File: config.mk
export PLATFORM = sky130hd
export DESIGN_NAME = running_mean_variance_flat
export DESIGN_NICKNAME = d
export VERILOG_FILES = /design/src/hdl/rmv_pkg.sv /design/src/hdl/rmv_if.sv /design/src/hdl/rmv_dp.sv /design/src/hdl/rmv_ctrl.sv /design/src/hdl/running_mean_variance.sv /design/src/flat_wrapper.sv
export SDC_FILE = /design/constraint.sdc
export NUM_CORES = 2
export LEC_CHECK = 0
export BUFFER_PORTS_ARGS = -buffer_cell sky130_fd_sc_hd__buf_2
export CORE_UTILIZATION = 57
export DETAILED_ROUTE_END_ITERATION = 12
export HOLD_SLACK_MARGIN = 0.12
export PLACE_DENSITY = 0.71
export SYNTH_ARGS = -nofsm -noshare
export SYNTH_HDL_FRONTEND = slang
export SYNTH_SLANG_ARGS = --single-unit
File: constraint.sdc
create_clock -name clk -period 26.6 [get_ports clk]
set_clock_uncertainty 0.2 [all_clocks]
set_input_delay 5.32 -clock clk [delete_from_list [all_inputs] [get_ports clk]]
set_output_delay 5.32 -clock clk [all_outputs]
set_load 0.05 [all_outputs]
File: src/hdl/rmv_pkg.sv
// Shared types and constants for the running mean and variance block.
// No dependencies; every other file imports this package.
`timescale 1ns / 1ps

package rmv_pkg;

	// Number of count bits; the count may reach 2**COUNT_BITS.
	localparam int COUNT_BITS = 20;

	// Field and accumulator widths.
	localparam int SAMPLE_W = 16;
	localparam int CNT_W    = COUNT_BITS + 1;
	localparam int SUM_W    = SAMPLE_W + COUNT_BITS + 1;
	localparam int MAG_W    = SUM_W - 1;
	localparam int SQ_W     = 2 * SAMPLE_W - 2 + COUNT_BITS + 1;
	localparam int PROD_W   = CNT_W + SQ_W;
	localparam int DIVR_W   = 2 * CNT_W;
	localparam int REM_W    = DIVR_W + 1;
	localparam int VAR_W    = 31;
	localparam int ROOT_W   = VAR_W + 1;
	localparam int RES_W    = 16;
	localparam int SQRT_STEPS = (VAR_W + 1) / 2;
	localparam int ITER_W   = $clog2(MAG_W + 1);

	localparam logic [VAR_W-1:0] VAR_MAX = {VAR_W{1'b1}};

	// Input item.
	typedef struct packed {
		logic signed [SAMPLE_W-1:0] sample;
		logic                       restart;
	} in_item_t;

	// Result item.
	typedef struct packed {
		logic [CNT_W-1:0]           count;
		logic signed [SAMPLE_W-1:0] mean;
		logic [VAR_W-1:0]           variance;
		logic [RES_W-1:0]           std_dev;
		logic [RES_W-1:0]           std_err_mean;
		logic                       variance_invalid;
		logic                       overflow;
	} out_item_t;

	// Datapath operations issued by the controller.
	typedef enum logic [3:0] {
		OP_NONE,
		OP_UPDATE,
		OP_MULA_LD,
		OP_MULB_LD,
		OP_MUL_STEP,
		OP_DIFF,
		OP_VDIV_LD,
		OP_MDIV_LD,
		OP_SEDIV_LD,
		OP_DIV_STEP,
		OP_SQ1_LD,
		OP_SQ2_LD,
		OP_SQRT_STEP,
		OP_RESULT
	} op_t;

	typedef struct packed {
		op_t op;
	} cmd_t;

	typedef struct packed {
		logic last;
	} status_t;

endpackage

File: src/hdl/rmv_if.sv
// Channel interfaces for the running mean and variance block.
// Depends on rmv_pkg for the item types.
`timescale 1ns / 1ps

// Sample channel.
interface rmv_in_if import rmv_pkg::*; ();
	logic     valid;
	logic     ready;
	in_item_t data;
	modport source (output valid, output data, input ready);
	modport sink (input valid, input data, output ready);
endinterface

// Result channel.
interface rmv_out_if import rmv_pkg::*; ();
	logic      valid;
	logic      ready;
	out_item_t data;
	modport source (output valid, output data, input ready);
	modport sink (input valid, input data, output ready);
endinterface

// Configuration write channel for the Bessel mode register.
interface rmv_cfg_if ();
	logic valid;
	logic ready;
	logic data;
	modport source (output valid, output data, input ready);
	modport sink (input valid, input data, output ready);
endinterface

File: src/hdl/rmv_dp.sv
// Datapath: accumulators, shift-add multiplier, restoring divider and square root unit.
// Depends on rmv_pkg and rmv_if; driven by rmv_ctrl through cmd_t.
`timescale 1ns / 1ps

module rmv_dp import rmv_pkg::*; (
	input  logic            clk,
	input  logic            arst_n,
	input  cmd_t            cmd,
	output status_t         status,
	input  in_item_t        in_item,
	rmv_cfg_if.sink         cfg,
	output out_item_t       result
);

	logic                      bessel_q;
	logic [CNT_W-1:0]          cnt_q;
	logic signed [SUM_W-1:0]   sum_q;
	logic [SQ_W-1:0]           sq_q;
	logic                      ovf_q;
	logic [ITER_W-1:0]         iter_q;

	logic [PROD_W-1:0]         acc_q;
	logic [PROD_W-1:0]         mcand_q;
	logic [MAG_W-1:0]          mlr_q;
	logic [PROD_W-1:0]         a_q;
	logic [PROD_W-1:0]         diff_q;
	logic [DIVR_W-1:0]         divisor_q;
	logic [REM_W-1:0]          rem_q;
	logic [PROD_W-1:0]         dvd_q;
	logic                      sat_q;
	logic [VAR_W-1:0]          var_q;
	logic signed [SAMPLE_W-1:0] mean_q;
	logic [VAR_W-1:0]          se_arg_q;
	logic [RES_W-1:0]          sd_q;
	logic [VAR_W-1:0]          rad_q;
	logic [ROOT_W-1:0]         root_q;
	logic [VAR_W-1:0]          bit_q;

	logic [CNT_W-1:0]          cnt_base;
	logic signed [SUM_W-1:0]   sum_base;
	logic [SQ_W-1:0]           sq_base;
	logic signed [2*SAMPLE_W-1:0] sample_sq;
	logic signed [SUM_W-1:0]   sum_abs;
	logic [MAG_W-1:0]          mag;
	logic [CNT_W-1:0]          n_sel;
	logic [DIVR_W-1:0]         n_prod;
	logic [REM_W-1:0]          rem_sh;
	logic                      q_bit;
	logic [SAMPLE_W-1:0]       quot_lo;
	logic [ROOT_W-1:0]         trial;
	logic                      invalid;

	assign cfg.ready = 1'b1;
	assign status.last = (iter_q == ITER_W'(1));

	// Restart clears the state before the sample is added.
	always_comb begin
		cnt_base  = in_item.restart ? '0 : cnt_q;
		sum_base  = in_item.restart ? '0 : sum_q;
		sq_base   = in_item.restart ? '0 : sq_q;
		sample_sq = in_item.sample * in_item.sample;
	end

	// Magnitude of the sum and the variance divisor.
	always_comb begin
		sum_abs   = sum_q[SUM_W-1] ? -sum_q : sum_q;
		mag       = sum_abs[MAG_W-1:0];
		n_sel     = bessel_q ? (cnt_q - CNT_W'(1)) : cnt_q;
		n_prod    = DIVR_W'(cnt_q) * DIVR_W'(n_sel);
	end

	// One restoring division step.
	always_comb begin
		rem_sh = {rem_q[REM_W-2:0], dvd_q[PROD_W-1]};
		q_bit  = (rem_sh >= REM_W'(divisor_q));
	end

	// Quotient of the mean division and one square root step.
	always_comb begin
		quot_lo = dvd_q[SAMPLE_W-1:0];
		trial   = root_q + ROOT_W'(bit_q);
		invalid = bessel_q && (cnt_q == CNT_W'(1));
	end

	// Configuration register.
	always_ff @(posedge clk or negedge arst_n) begin
		if (!arst_n) begin
			bessel_q <= 1'b0;
		end else if (cfg.valid && cfg.ready) begin
			bessel_q <= cfg.data;
		end
	end

	// Accumulator state.
	always_ff @(posedge clk or negedge arst_n) begin
		if (!arst_n) begin
			cnt_q <= '0;
			sum_q <= '0;
			sq_q  <= '0;
			ovf_q <= 1'b0;
		end else if (cmd.op == OP_UPDATE) begin
			if (cnt_base[CNT_W-1]) begin
				// Full count: the sample is dropped.
				ovf_q <= 1'b1;
				cnt_q <= cnt_base;
				sum_q <= sum_base;
				sq_q  <= sq_base;
			end else begin
				ovf_q <= 1'b0;
				cnt_q <= cnt_base + CNT_W'(1);
				sum_q <= sum_base + SUM_W'(in_item.sample);
				sq_q  <= sq_base + SQ_W'(sample_sq[2*SAMPLE_W-2:0]);
			end
		end
	end

	// Iteration counter shared by all multi-cycle units.
	always_ff @(posedge clk or negedge arst_n) begin
		if (!arst_n) begin
			iter_q <= '0;
		end else begin
			case (cmd.op)
				OP_MULA_LD:                        iter_q <= ITER_W'(CNT_W);
				OP_MULB_LD, OP_MDIV_LD:            iter_q <= ITER_W'(MAG_W);
				OP_VDIV_LD, OP_SEDIV_LD:           iter_q <= ITER_W'(VAR_W);
				OP_SQ1_LD, OP_SQ2_LD:              iter_q <= ITER_W'(SQRT_STEPS);
				OP_MUL_STEP, OP_DIV_STEP, OP_SQRT_STEP: iter_q <= iter_q - ITER_W'(1);
				default:                           iter_q <= iter_q;
			endcase
		end
	end

	// Shift-add multiplier and difference.
	always_ff @(posedge clk) begin
		case (cmd.op)
			OP_MULA_LD: begin
				acc_q   <= '0;
				mcand_q <= PROD_W'(sq_q);
				mlr_q   <= MAG_W'(cnt_q);
			end
			OP_MULB_LD: begin
				a_q     <= acc_q;
				acc_q   <= '0;
				mcand_q <= PROD_W'(mag);
				mlr_q   <= mag;
			end
			OP_MUL_STEP: begin
				if (mlr_q[0]) begin
					acc_q <= acc_q + mcand_q;
				end
				mcand_q <= {mcand_q[PROD_W-2:0], 1'b0};
				mlr_q   <= {1'b0, mlr_q[MAG_W-1:1]};
			end
			OP_DIFF: begin
				diff_q <= (a_q >= acc_q) ? (a_q - acc_q) : '0;
			end
			default: begin
			end
		endcase
	end

	// Divider: variance, then mean, then variance over count.
	always_ff @(posedge clk) begin
		case (cmd.op)
			OP_DIFF: begin
				divisor_q <= n_prod;
			end
			OP_VDIV_LD: begin
				sat_q <= (REM_W'(diff_q[PROD_W-1:VAR_W]) >= REM_W'(divisor_q));
				rem_q <= REM_W'(diff_q[PROD_W-1:VAR_W]);
				dvd_q <= {diff_q[VAR_W-1:0], {(PROD_W-VAR_W){1'b0}}};
			end
			OP_MDIV_LD: begin
				var_q     <= sat_q ? VAR_MAX : dvd_q[VAR_W-1:0];
				rem_q     <= '0;
				dvd_q     <= {mag, {(PROD_W-MAG_W){1'b0}}};
				divisor_q <= DIVR_W'(cnt_q);
			end
			OP_SEDIV_LD: begin
				mean_q <= sum_q[SUM_W-1] ? -$signed(quot_lo) : $signed(quot_lo);
				rem_q  <= '0;
				dvd_q  <= {var_q, {(PROD_W-VAR_W){1'b0}}};
			end
			OP_DIV_STEP: begin
				rem_q <= q_bit ? (rem_sh - REM_W'(divisor_q)) : rem_sh;
				dvd_q <= {dvd_q[PROD_W-2:0], q_bit};
			end
			default: begin
			end
		endcase
	end

	// Square root unit and result register.
	always_ff @(posedge clk) begin
		case (cmd.op)
			OP_SQ1_LD: begin
				se_arg_q <= dvd_q[VAR_W-1:0];
				rad_q    <= var_q;
				root_q   <= '0;
				bit_q    <= {1'b1, {(VAR_W-1){1'b0}}};
			end
			OP_SQ2_LD: begin
				sd_q   <= root_q[RES_W-1:0];
				rad_q  <= se_arg_q;
				root_q <= '0;
				bit_q  <= {1'b1, {(VAR_W-1){1'b0}}};
			end
			OP_SQRT_STEP: begin
				if (ROOT_W'(rad_q) >= trial) begin
					rad_q  <= rad_q - trial[VAR_W-1:0];
					root_q <= (root_q >> 1) + ROOT_W'(bit_q);
				end else begin
					root_q <= root_q >> 1;
				end
				bit_q <= bit_q >> 2;
			end
			OP_RESULT: begin
				result.count            <= cnt_q;
				result.mean             <= mean_q;
				result.variance         <= invalid ? '0 : var_q;
				result.std_dev          <= invalid ? '0 : sd_q;
				result.std_err_mean     <= invalid ? '0 : root_q[RES_W-1:0];
				result.variance_invalid <= invalid;
				result.overflow         <= ovf_q;
			end
			default: begin
			end
		endcase
	end

endmodule

File: src/hdl/rmv_ctrl.sv
// Controller: sequences one item through the datapath and runs both handshakes.
// Depends on rmv_pkg for the command and status types.
`timescale 1ns / 1ps

module rmv_ctrl import rmv_pkg::*; (
	input  logic    clk,
	input  logic    arst_n,
	input  logic    in_valid,
	output logic    in_ready,
	output logic    out_valid,
	input  logic    out_ready,
	output cmd_t    cmd,
	input  status_t status
);

	typedef enum logic [4:0] {
		S_IDLE, S_MULA_LD, S_MULA, S_MULB_LD, S_MULB, S_DIFF,
		S_VDIV_LD, S_VDIV, S_MDIV_LD, S_MDIV, S_SEDIV_LD, S_SEDIV,
		S_SQ1_LD, S_SQ1, S_SQ2_LD, S_SQ2, S_DONE
	} state_t;

	state_t state_q;
	logic   out_free;

	assign in_ready = (state_q == S_IDLE);
	assign out_free = !out_valid || out_ready;

	// Operation issued in each state.
	always_comb begin
		unique case (state_q)
			S_IDLE:     cmd.op = in_valid ? OP_UPDATE : OP_NONE;
			S_MULA_LD:  cmd.op = OP_MULA_LD;
			S_MULB_LD:  cmd.op = OP_MULB_LD;
			S_MULA, S_MULB: cmd.op = OP_MUL_STEP;
			S_DIFF:     cmd.op = OP_DIFF;
			S_VDIV_LD:  cmd.op = OP_VDIV_LD;
			S_MDIV_LD:  cmd.op = OP_MDIV_LD;
			S_SEDIV_LD: cmd.op = OP_SEDIV_LD;
			S_VDIV, S_MDIV, S_SEDIV: cmd.op = OP_DIV_STEP;
			S_SQ1_LD:   cmd.op = OP_SQ1_LD;
			S_SQ2_LD:   cmd.op = OP_SQ2_LD;
			S_SQ1, S_SQ2: cmd.op = OP_SQRT_STEP;
			S_DONE:     cmd.op = out_free ? OP_RESULT : OP_NONE;
			default:    cmd.op = OP_NONE;
		endcase
	end

	// State register and output valid.
	always_ff @(posedge clk or negedge arst_n) begin
		if (!arst_n) begin
			state_q   <= S_IDLE;
			out_valid <= 1'b0;
		end else begin
			// A finished item loads the output; an accepted result clears it.
			if (state_q == S_DONE && out_free) begin
				out_valid <= 1'b1;
			end else if (out_valid && out_ready) begin
				out_valid <= 1'b0;
			end
			unique case (state_q)
				S_IDLE:     if (in_valid) state_q <= S_MULA_LD;
				S_MULA_LD:  state_q <= S_MULA;
				S_MULA:     if (status.last) state_q <= S_MULB_LD;
				S_MULB_LD:  state_q <= S_MULB;
				S_MULB:     if (status.last) state_q <= S_DIFF;
				S_DIFF:     state_q <= S_VDIV_LD;
				S_VDIV_LD:  state_q <= S_VDIV;
				S_VDIV:     if (status.last) state_q <= S_MDIV_LD;
				S_MDIV_LD:  state_q <= S_MDIV;
				S_MDIV:     if (status.last) state_q <= S_SEDIV_LD;
				S_SEDIV_LD: state_q <= S_SEDIV;
				S_SEDIV:    if (status.last) state_q <= S_SQ1_LD;
				S_SQ1_LD:   state_q <= S_SQ1;
				S_SQ1:      if (status.last) state_q <= S_SQ2_LD;
				S_SQ2_LD:   state_q <= S_SQ2;
				S_SQ2:      if (status.last) state_q <= S_DONE;
				S_DONE:     if (out_free) state_q <= S_IDLE;
				default:    state_q <= S_IDLE;
			endcase
		end
	end

endmodule

File: src/hdl/running_mean_variance.sv
// Channel   | Dir | Payload                                         | Handshake
// in_ch     | in  | sample, restart                                 | valid/ready
// out_ch    | out | count, mean, variance, std_dev, std_err_mean... | valid/ready
// cfg       | in  | bessel_mode                                     | valid/ready
//
// After acceptance, an item passes through the serial multiplier (two products), the
// restoring divider (variance, mean, then variance over count), the square root unit
// (two roots) and the load, difference and result states before the input is ready again.
// The result becomes valid as the controller returns to idle.
// Reset clears the count, the sums and the Bessel mode register.
// The next item is taken while a result waits; a stalled result holds the controller
// at its final state until the output register frees up.
// Depends on rmv_pkg, rmv_if, rmv_ctrl and rmv_dp.
`timescale 1ns / 1ps

module running_mean_variance import rmv_pkg::*; (
	input  logic      clk,
	input  logic      arst_n,
	rmv_in_if.sink    in_ch,
	rmv_out_if.source out_ch,
	rmv_cfg_if.sink   cfg
);

	cmd_t    cmd;
	status_t status;

	// Sequencer.
	rmv_ctrl u_ctrl (
		.clk       (clk),
		.arst_n    (arst_n),
		.in_valid  (in_ch.valid),
		.in_ready  (in_ch.ready),
		.out_valid (out_ch.valid),
		.out_ready (out_ch.ready),
		.cmd       (cmd),
		.status    (status)
	);

	// Arithmetic.
	rmv_dp u_dp (
		.clk     (clk),
		.arst_n  (arst_n),
		.cmd     (cmd),
		.status  (status),
		.in_item (in_ch.data),
		.cfg     (cfg),
		.result  (out_ch.data)
	);

endmodule

File: src/flat_wrapper.sv
// flat-port wrapper written by rule: the top's interface ports become plain ports
module running_mean_variance_flat import rmv_pkg::*;
  (clk, arst_n, in_ch_valid, in_ch_data, in_ch_ready, out_ch_valid, out_ch_data, out_ch_ready, cfg_valid, cfg_data, cfg_ready);
  rmv_in_if in_ch_i ();
  rmv_out_if out_ch_i ();
  rmv_cfg_if cfg_i ();
  input  logic clk;
  input  logic arst_n;
  input wire logic [$bits(in_ch_i.valid)-1:0] in_ch_valid;
  input wire logic [$bits(in_ch_i.data)-1:0] in_ch_data;
  output wire logic [$bits(in_ch_i.ready)-1:0] in_ch_ready;
  output wire logic [$bits(out_ch_i.valid)-1:0] out_ch_valid;
  output wire logic [$bits(out_ch_i.data)-1:0] out_ch_data;
  input wire logic [$bits(out_ch_i.ready)-1:0] out_ch_ready;
  input wire logic [$bits(cfg_i.valid)-1:0] cfg_valid;
  input wire logic [$bits(cfg_i.data)-1:0] cfg_data;
  output wire logic [$bits(cfg_i.ready)-1:0] cfg_ready;
  assign in_ch_i.valid = in_ch_valid;
  assign in_ch_i.data = in_ch_data;
  assign in_ch_ready = in_ch_i.ready;
  assign out_ch_valid = out_ch_i.valid;
  assign out_ch_data = out_ch_i.data;
  assign out_ch_i.ready = out_ch_ready;
  assign cfg_i.valid = cfg_valid;
  assign cfg_i.data = cfg_data;
  assign cfg_ready = cfg_i.ready;
  running_mean_variance u_core (.clk(clk), .arst_n(arst_n), .in_ch(in_ch_i), .out_ch(out_ch_i), .cfg(cfg_i));
endmodule
* Yosys cells after proc, flatten, opt, wreduce, memory -nomap -nowiden
Cells that the tools add are included.
** Operators by class
- Equality and inequality tests :: 42
- Add/subtract/negate cells :: 13
- Multipliers :: 2
- Reduce and logical (&&, ||, !) cells :: 27
- Mux-type cells :: 39
- Order comparisons :: 4
** Operators with widths (number)
- $pmux W72 S4 :: 1
- $pmux W72 S3 :: 1
- $pmux W72 S2 :: 1
- $pmux W42 S3 :: 1
- $pmux W36 S3 :: 1
- $mux W51 :: 2
- $pmux W31 S3 :: 1
- $pmux W5 S17 :: 1
- $pmux W42 S2 :: 1
- $mux W37 :: 2
- $add A72 B72 Y72 :: 1
- $ge A72 B72 Y1 :: 1
- $mux W72 :: 1
- $sub A72 B72 Y72 :: 1
- $pmux W32 S2 :: 1
- $mux W21 :: 3
- $pmux W31 S2 :: 1
- $pmux W4 S13 :: 1
- $add A51 B31 Y51 :: 1
- $mux W5 :: 9
- $ge A43 B42 Y1 :: 1
- $ge A41 B42 Y1 :: 1
- $mul A21 B21 Y42 :: 1
- $mux W42 :: 1
- 44 further kinds :: 91
** Storage, ports and cells
- Bits in registers :: 894
- Input port bits :: 23
- Logic and storage cells :: 158
- Output and inout bits :: 105

* Longest topological paths before layout
- Depth in word-level cells :: 8
- Gate-level depth with buffers :: 34
- Depth with buffers taken out :: 34

* By module
From an unflattened synthesis, not the netlist that was laid out.
** Second synthesis, totals
- Cell total of the unflattened synthesis :: 7963
- Area total of the unflattened synthesis :: 77416.7 um^2
** By module, submodules not included
- rmv_dp :: cells an instance 7898, area an instance 76845.0 um^2, seq. area each 25629.6 um^2, instances 1
- rmv_ctrl :: cells an instance 65, area an instance 571.8 um^2, seq. area each 150.1 um^2, instances 1

* Least setup slack after synthesis
OpenSTA, ideal clock, no wires.
- Path kind :: input -> register
- From :: input in_ch_data[16]
- To :: register u_core.u_dp.sq_q[42]
- Cell stages on the path :: 31
- Data required time :: 26.313 ns
- Data arrival time :: 12.728 ns
- Path slack :: 13.586 ns
- Cells stage by stage :: clkbuf_1 > buf_1 > nand2_1 > inv_1 > fa_1 > fa_1 > inv_1 > fa_1 > fa_1 > inv_1 > fa_1 > inv_1 > fa_1 > inv_1 > ha_1 > a21o_1 > a21oi_1 > nor2b_1 > a31oi_1 > a31oi_1 > a21o_1 > a21oi_1 > xnor2_1 > ha_1 > a21o_1 > nor4_1 > o311ai_0 > nand2_1 > nor2_1 > a311o_1 > o211ai_1
** On the way
- Word-level cells in the longest chain between the ends :: 3
** Ends and longest elaborated chain
- start, declared :: RTL line flat_wrapper.sv:10 : input wire logic [$bits(in_ch_i.data)-1:0] in_ch_data;
- $mul A16 B16 Y31 :: RTL line rmv_dp.sv:61 : sample_sq = in_item.sample * in_item.sample;
- $add A51 B31 Y51 :: RTL line rmv_dp.sv:112 : sq_q <= sq_base + SQ_W'(sample_sq[2*SAMPLE_W-2:0]);
- $mux W51 :: RTL line rmv_dp.sv:102 : if (cnt_base[CNT_W-1]) begin
- end signal, assigned :: RTL line rmv_dp.sv:107 : sq_q <= sq_base;
- end signal, assigned :: RTL line rmv_dp.sv:112
- end, declared :: RTL line rmv_dp.sv:18 : logic [SQ_W-1:0] sq_q;
No other way between the ends.
A chain may end at the register's enable or synchronous reset.

* Worst setup path in the final report
Ends and elaborated chain as after synthesis.

==> results.toml <==
[placement]
dp_hpwl_mm = 165.0
portBuffers = 126
gp_congestion = 0.9445

[clock_tree]
clk_pin_slew_ns = 0.06
cts_tree = "built"
clk_path_buf_depth = 3
cts_resized = 0
cts-root-buf = "clkbuf_16"
htree_levels = 3
postCtsSetupBuffers = 0
numCtsBuffers = 98
cts_hold_buffers = 0
cts.sinks = 879
clk_latency_ns = 0.75

[logic_synthesis]
async_reset_ff_share_pct = 13.99
ys_types = 96
yosys-top-cells-area = "edfxtp_1 30%, fa_1 16%, ha_1 9.8%"
syn-num-nets = 9102
synth_area_per_cell_um2 = 9.759
yosys.area.top_type_share_pct = 29.51
yosys_most_used_dff = "edfxtp_1"
synth_top_area_cell = "edfxtp_1"
synth_seq_area_share_pct = 33.51
synthCells = 7882
synth_area_um2 = 76920
synth_enable_flop_cells = 756
ys_ff_latch = 879
ys_warn_count = 0

[critical_path]
critPathCaptureType = "flip-flop"
startpoint = "in_ch_data[16]"
arrival_ns = 14.47
worst_setup_path_start_kind = "input port"
cp_common_cell = "fa_1"
path_delay_family = "adder cells"
critPathSlowestCell = "o311ai_0"
crit_end = "u_core.u_dp.sq_q[42]$_DFFE_PN0N_"
worstSetupPathType = "in2reg"
r2r-end = "u_core.u_dp.divisor_q[34]$_SDFFCE_PP0P_"
crit_fanout = 40
reg2reg_setup_slack_ns = 15.08
worstPathRequired_ns = 27.00
reg2regPathDepth = 27
slowest_delay_ns = 0.73
r2r_start = "u_core.u_dp.cnt_q[1]$_DFFE_PN0N_"
crit_buf_inv = 5
cp.depth = 27

[grt]
grt_pass1_wl_mm = 337.6
grt_pass1_vias = 59000
grt_max_degree = 129
antenna_found_initial = 15
gr-usage-all-layers_pct = 32.03
grt_overflow = 0

[pwr]
p_leak_nw = 36.48
clockPowerShare_pct = 12.3
switching_power_mw = 5.783
power.share.sequential_pct = 21.1
max-vdd-ir-drop_uv = 259.1
p_int_mw = 6.083
p_per_area_nw_per_um2 = 143.4
power_mw = 11.87
power_switching_share_pct = 48.74
pwr-share-comb_pct = 66.7

[sta]
worst_pin_slew_ns = 1.286
setup_tns_ns = 0
period_share_pct = 52.89
finalHoldViolations = 0
drv_slew = 0
relSlewSlack_pct = 13.17
hold_ws_ns = 0.2186
period_minus_slack_ns = 14.07
setup_viol = 0
rsz0062_at_grt = "no"
fmax_mhz = 71.08

[job]
maxCapViolations = 0

[layout]
drive_above_1_share_pct = 6.249
syn_to_final_growth_pct = 7.554
utilization_pct = 61.91
layout.nets = 9072

[floorplan]
coreArea_um2 = 133600
chipHeight_um = 369.4
start_util_pct = 57.56
dieArea_um2 = 136400
rows = 134
die_w_um = 369.4
ioPinCount = 128

[detailed_routing]
drt_iter0_markers = 5262
vias_per_cell = 6.053
via_count = 58800
top_layer = "met5"
dr_wl_met2_mm = 103.5
wl_per_cell_um = 22.32
met3_length_mm = 14.50
drc = 48
wl_met1_mm = 88.75
drtAntennaViolNets = 0
firstDrtPassIters = 12
drt_wl_total_mm = 216.8

[outcome]
violations = "design-rule violations"
outcome = "finished with violations"

[hold_path]
hold_path_class = "reg2reg"
## per-stage QoR
step | instance area [µm²] | setup slack [ns] | instances
after floorplan | 76920 | 13.59 | 7882
final | 82730 | 12.53 | 9714
after global routing | 82720 | 12.02 | 9710
after CTS | 82710 | 12.69 | 9705
after global placement | 79240 | 12.18 | 9520
after detailed placement | 79240 | 11.97 | 9520
## state kept, by name, indices dropped and copies added, names as in the netlist, 6 cells and up
signal and count:
u_core.u_dp.diff_q 72, u_core.u_dp.acc_q 72, u_core.u_dp.sd_q 16, u_core.u_dp.se_arg_q 31
u_core.u_dp.rad_q 31, u_core.u_dp.dvd_q 72, u_core.u_dp.cnt_q 21, u_core.u_dp.root_q 32
u_core.u_dp.result 102, u_core.u_dp.var_q 31, u_core.u_dp.rem_q 42, u_core.u_dp.mean_q 16
u_core.u_dp.sq_q 51, u_core.u_dp.divisor_q 42, u_core.u_dp.bit_q 16, u_core.u_dp.iter_q 6
u_core.u_dp.mcand_q 72, u_core.u_dp.sum_q 37, u_core.u_dp.mlr_q 36, u_core.u_dp.a_q 72
## cells in the mapped netlist, types with 68 or more instances
library cell / number
inv_1: 939
edfxtp_1: 756
nand2_1: 748
ha_1: 600
fa_1: 597
nor2_1: 526
a21oi_1: 417
o21ai_0: 376
clkbuf_1: 293
and2_1: 270
nor2b_1: 234
xnor2_1: 224
a21o_1: 196
xor2_1: 183
dfrtp_1: 123
nand3_1: 115
nor3_1: 111
nand2b_1: 80
a31oi_1: 73
nand4_1: 71
o21a_1: 69
a221o_1: 68
## cell type report
type / count / area [µm²]
repair buffers: 202 / 1220
fillers: 11070 / 50890
inverters: 944 / 3543
clock buffers: 114 / 2522
well taps: 1768 / 2212
flip-flops and latches: 879 / 25780
multi-input cells: 5727 / 46490
clock inverters: 71 / 942.2
diodes: 9 / 22.52
## worst min path at each step
stage	end	slack (ns)	cells after the start	startpoint
after floorplan	u_core.u_dp.result[65]$_DFFE_PN_	0.20	0	u_core.u_dp.mean_q[0]$_DFFE_PP_
after global placement	u_core.u_dp.result[78]$_DFFE_PN_	0.20	0	u_core.u_dp.mean_q[13]$_DFFE_PP_
after detailed placement	u_core.u_dp.result[80]$_DFFE_PN_	0.20	0	u_core.u_dp.mean_q[15]$_DFFE_PP_
after CTS	u_core.u_dp.result[80]$_DFFE_PN_	0.22	0	u_core.u_dp.mean_q[15]$_DFFE_PP_
after global routing	u_core.u_dp.result[77]$_DFFE_PN_	0.23	0	u_core.u_dp.mean_q[12]$_DFFE_PP_
final	u_core.u_dp.result[80]$_DFFE_PN_	0.22	0	u_core.u_dp.mean_q[15]$_DFFE_PP_
## cell usage in the layout, fill, tap and decap left out, types with 62 or more instances in the layout
cell type and instances:
dfrtp_1 122, clkbuf_16 98, edfxtp_1 756, o21a_1 68
a221o_1 68, a31oi_1 72, a21oi_1 415, and2_1 270
xnor2_1 221, nand4_1 71, nor2_1 520, a21o_1 196
nand2b_1 80, buf_2 125, a211oi_1 62, nor3_1 107
buf_4 75, inv_1 937, nor2b_1 234, nand3_1 115
xor2_1 181, ha_1 600, fa_1 597, nand2_1 747
o21ai_0 374
## metal layers
metal	vias to the layer above	GRT usage [%]
met4	6	14.13
li1	27140	-
met1	29090	41.84
met3	412	4.202
met2	2156	53.31
met5	-	0
## power by group through the flow
stage	logic, mW	registers [mW]	clock network (mW)
after floorplan	6.01	2.36	0
final	7.91	2.50	1.45
after CTS	7.87	2.49	1.47
after detailed placement	7.82	2.51	0
after global placement	7.71	2.50	0
after global routing	8.81	2.53	1.52
## logic make-up after synthesis
group	Yosys count	share of synthesized area, %
DFF	879	33.51
AOI/OAI and AO/OA	1661	14.28
adders and majority gates	1199	25.32
muxes	56	0.7401
xor gates and xnor gates	407	4.634
and+or+nand+nor	2403	15.23
other	1	0.004875
buffers and inverters	1276	6.280
No activity file was read; power rests on OpenSTA's default activity.
